--- config.mk ---
export PLATFORM = sky130hd
export DESIGN_NAME = qppn_short
export DESIGN_NICKNAME = d
export VERILOG_FILES = /design/src/qppn_pkg.sv /design/src/qppn_short.sv
export SDC_FILE = /design/constraint.sdc
export NUM_CORES = 2
export LEC_CHECK = 0
export BUFFER_PORTS_ARGS = -buffer_cell sky130_fd_sc_hd__buf_2
export CAP_MARGIN = 20
export CORE_ASPECT_RATIO = 1.25
export CORE_MARGIN = 2
export CORE_UTILIZATION = 40
export CTS_CLUSTER_SIZE = 40
export DETAILED_ROUTE_END_ITERATION = 8
export PLACE_DENSITY_LB_ADDON = 0.3
export SYNTH_ARGS = -nofsm -noshare
export SYNTH_HDL_FRONTEND = slang
export SYNTH_SLANG_ARGS = --single-unit
--- constraint.sdc ---
create_clock -name clk -period 21.4 [get_ports clk]
set_input_delay 5.35 -clock clk [delete_from_list [all_inputs] [get_ports clk]]
set_output_delay 5.35 -clock clk [all_outputs]
set_load 0.02 [all_outputs]
--- src/qppn_pkg.sv ---
// qppn_pkg: shared constants and types for the quadratic patch perturbed normal block
// used by qppn_short, qppn_norm and quadratic_patch_perturbed_normal
package qppn_pkg;

	typedef logic signed [31:0] q30_t;

	localparam int SLOT_BITS = 21;
	localparam int THR_BITS = 16;
	localparam logic [THR_BITS-1:0] THR_RESET = 16'd1;
	localparam q30_t ONE_Q30 = 32'sh4000_0000;

	// latency of the vector normalizer and of the short-vector check, in enabled cycles
	localparam int NORM_LAT = 71;
	localparam int SHORT_LAT = 3;

endpackage

--- src/qppn_short.sv ---
// qppn_short: pipelined test whether a 3-vector is shorter than the threshold
// magnitudes are shifted right by SH first; depends on qppn_pkg
module qppn_short import qppn_pkg::*; #(
	parameter int W = 45,
	parameter int SH = 0
) (
	input  logic                  clk,
	input  logic                  en,
	input  logic [2:0][W-1:0]     vec,
	input  logic [THR_BITS-1:0]   thr,
	output logic                  short_s3
);

	localparam int MW = W - SH;

	logic [2:0][MW-1:0] m_s1;
	logic [2:0]         lt_s2;
	logic [2:0][31:0]   sq_s2;
	logic [31:0]        thr2_s2;
	logic [W-1:0]       mag [3];
	logic [33:0]        sum;

	always_comb begin
		for (int i = 0; i < 3; i++) begin
			mag[i] = vec[i][W-1] ? (~vec[i] + 1'b1) : vec[i];
		end
		sum = 34'(sq_s2[0]) + 34'(sq_s2[1]) + 34'(sq_s2[2]);
	end

	always_ff @(posedge clk) begin
		if (en) begin
			for (int i = 0; i < 3; i++) begin
				m_s1[i]  <= mag[i][W-1:SH];
				lt_s2[i] <= m_s1[i] < MW'(thr);
				sq_s2[i] <= 32'(m_s1[i][15:0]) * 32'(m_s1[i][15:0]);
			end
			thr2_s2  <= 32'(thr) * 32'(thr);
			short_s3 <= (&lt_s2) && (sum < 34'(thr2_s2));
		end
	end

endmodule

==> results.toml <==
[clocking]
clk_pin_slew_ns = 0.08
numClockSinks = 263
cts_buffers = 30
post_cts_buffers = 0
cts_hold_buf = 0
cts_resized = 0
cts_tree = "done"
cts_buffer_depth = 3
htree_levels = 1
root_buffer = "clkbuf_16"
clkLatencyLatePin_ns = 0.61

[timing]
hold_viol_final = 0
whs_ns = 0.7039
worst_slew_pin_slew_ns = 1.146
setup-tns-final_ns = 0
setup_violations = 0
rsz0062_at_grt = "no"
period_needed_ns = 11.70
max-slew-margin-rel = 0.2359
slew_violations = 0
finalClockSkew_ns = 0.02244
finalCritPeriodShare = 0.5467
max_freq_mhz = 85.48

[global_route]
antenna_found_initial = 4
grt_pass1_vias = 31830
grt_usage = 0.1865
grt_max_degree = 143
grt_pass1_wl_mm = 163.6
grt_overflow_total = 0

[outcome]
outcome = "finished, final reports clean"

[layout]
layout.nets = 5834
area_growth_pct = 7.736
nFillCells = 10380
final_common_cell = "inv_1"
final_cell_mix = "inv_1 (1060), fa_1 (682), ha_1 (508)"
drive_gt1_frac = 0.05825

[placement]
port_buffers = 153
finalWeightedCongestion = 0.8850
place_hpwl_mm = 81.54

[synthesis]
seq_area_frac_synth = 0.1834
async_reset_ff_frac = 0
synth_flop_cell = "edfxtp_1"
ys_seq_elements = 263
syn-cell-area_sq_um = 43070
synthCells = 4392
synth-edff-count = 263
yosysUniqueCellTypes = 72
syn_avg_cell_area_sq_um = 9.807
yosysWarnings = 0

[setup_path]
critPathMaxFanout = 11
worst_setup_path_end_kind = "flop"
worstPathRequired_ns = 21.83
critical_path.cell_chain = "buf_2 -> clkinv_1 -> nor2_1 -> inv_1 -> fa_1 -> fa_1 -> inv_1 -> ha_1 -> inv_1 -> fa_1 -> inv_1 -> fa_1 -> inv_1 -> fa_1 -> inv_1 -> ha_1 -> nand2_1 -> o21a_1 -> a31oi_1 -> a41oi_1 -> o41ai_1 -> a221o_1 -> nor4_1 -> a311oi_1"
critical_path_arrival_ns = 12.13
critPathKind = "in2reg"
critPathTopFamily = "adder cells"
cpMaxStageDelayCell = "o41ai_1"
cp_num_buf_inv = 8
cpPeakStageDelay_ns = 0.89
crit_top_cell = "inv_1"
rrSetupSlack_ns = 13.76
start_kind = "primary input"

[drt]
firstDrtPassIters = 7
drt_wl_total_mm = 99.95
via_per_inst = 4.989
num_vias = 29660
drc_errors = 0
antenna_left = 0
wl_per_cell_um = 16.81
drt_iter0_drc = 1427

[floorplanning]
die_y_um = 370.9
rows = 134
initial_utilization = 0.4033
ios = 154
coreArea_sq_um = 106800
fp.dieW_um = 297.5
die_area_sq_um = 110300

[min_path]
hold_path.class = "reg2reg"

[job]
max_cap_viol_count = 0
registers in the layout, indices dropped and copies added, names as in the netlist:
signal	count
lt_s2	3
sq_s2	93
thr2_s2	31
short_s3	1
m_s1	135
through the flow:
step | area, sq um | setup slack (ns) | utilization | cells
4_1_cts | 46400 | 9.826 | 0.4345 | 5943
5_1_grt | 46400 | 9.320 | 0.4345 | 5943
6_report | 46400 | 9.702 | 0.4345 | 5944
3_3_place_gp | 45380 | 9.279 | 0.4249 | 5887
3_5_place_dp | 45380 | 9.167 | 0.4249 | 5887
2_1_floorplan | 43080 | 10.05 | - | 4393
cells by family after synthesis:
logic type	count (synthesis)	share of synthesized area
muxes	5	0.001278
adders and majority gates	1190	0.4645
buffers and inverters	1166	0.1017
xor gates and xnor gates	300	0.06100
and+or+nand+nor	931	0.1045
DFF	263	0.1834
AOI/OAI and AO/OA	535	0.08349
other	2	0.0001744
cells in the mapped netlist, types with 90 or more instances:
cell	n	area [sq um]
xnor2_1	249	2181
nand2_1	371	1393
a21o_1	117	878.3
o21ai_0	90	450.4
fa_1	682	13650
inv_1	1060	3979
clkbuf_1	99	371.6
nor2_1	154	578.1
a21oi_1	131	655.6
and2_1	139	869.6
edfxtp_1	263	7898
ha_1	508	6356
routing by layer:
layer | GRT usage | vias to the layer above | share of wire | wire [um]
met4 | 0.08159 | 4 | 0.049 | 4848
met1 | 0.2272 | 14750 | 0.41 | 40640
met2 | 0.3332 | 578 | 0.50 | 50050
li1 | - | 14140 | - | -
met3 | 0.02027 | 175 | 0.044 | 4375
met5 | 0 | - | 0.00029 | 29
worst paths after layout:
kind | from | end | cells after the start
setup reg to reg | m_s1[52] | sq_s2[63] | 22
hold / removal | m_s1[45] | sq_s2[32] | 1
hold reg to reg | m_s1[45] | sq_s2[32] | 1
setup / recovery | thr[3] | thr2_s2[31] | 24
layout make-up:
| cell class | count | area, sq um | share of cell area |
|---|---|---|---|
| diodes | 1 | 2.502 | 0.00005393 |
| clock buffers | 33 | 783.3 | 0.01688 |
| clock inverters | 23 | 240.2 | 0.005177 |
| inverters | 1064 | 3994 | 0.08607 |
| multi-input cells | 2964 | 30800 | 0.6637 |
| flip-flops and latches | 263 | 7898 | 0.1702 |
| well taps | 1428 | 1787 | 0.03850 |
| repair buffers | 168 | 900.9 | 0.01941 |
Power is left out: the tool's default activity adds up to more than one toggle a clock period on the data nets, which glitch-free logic cannot reach.
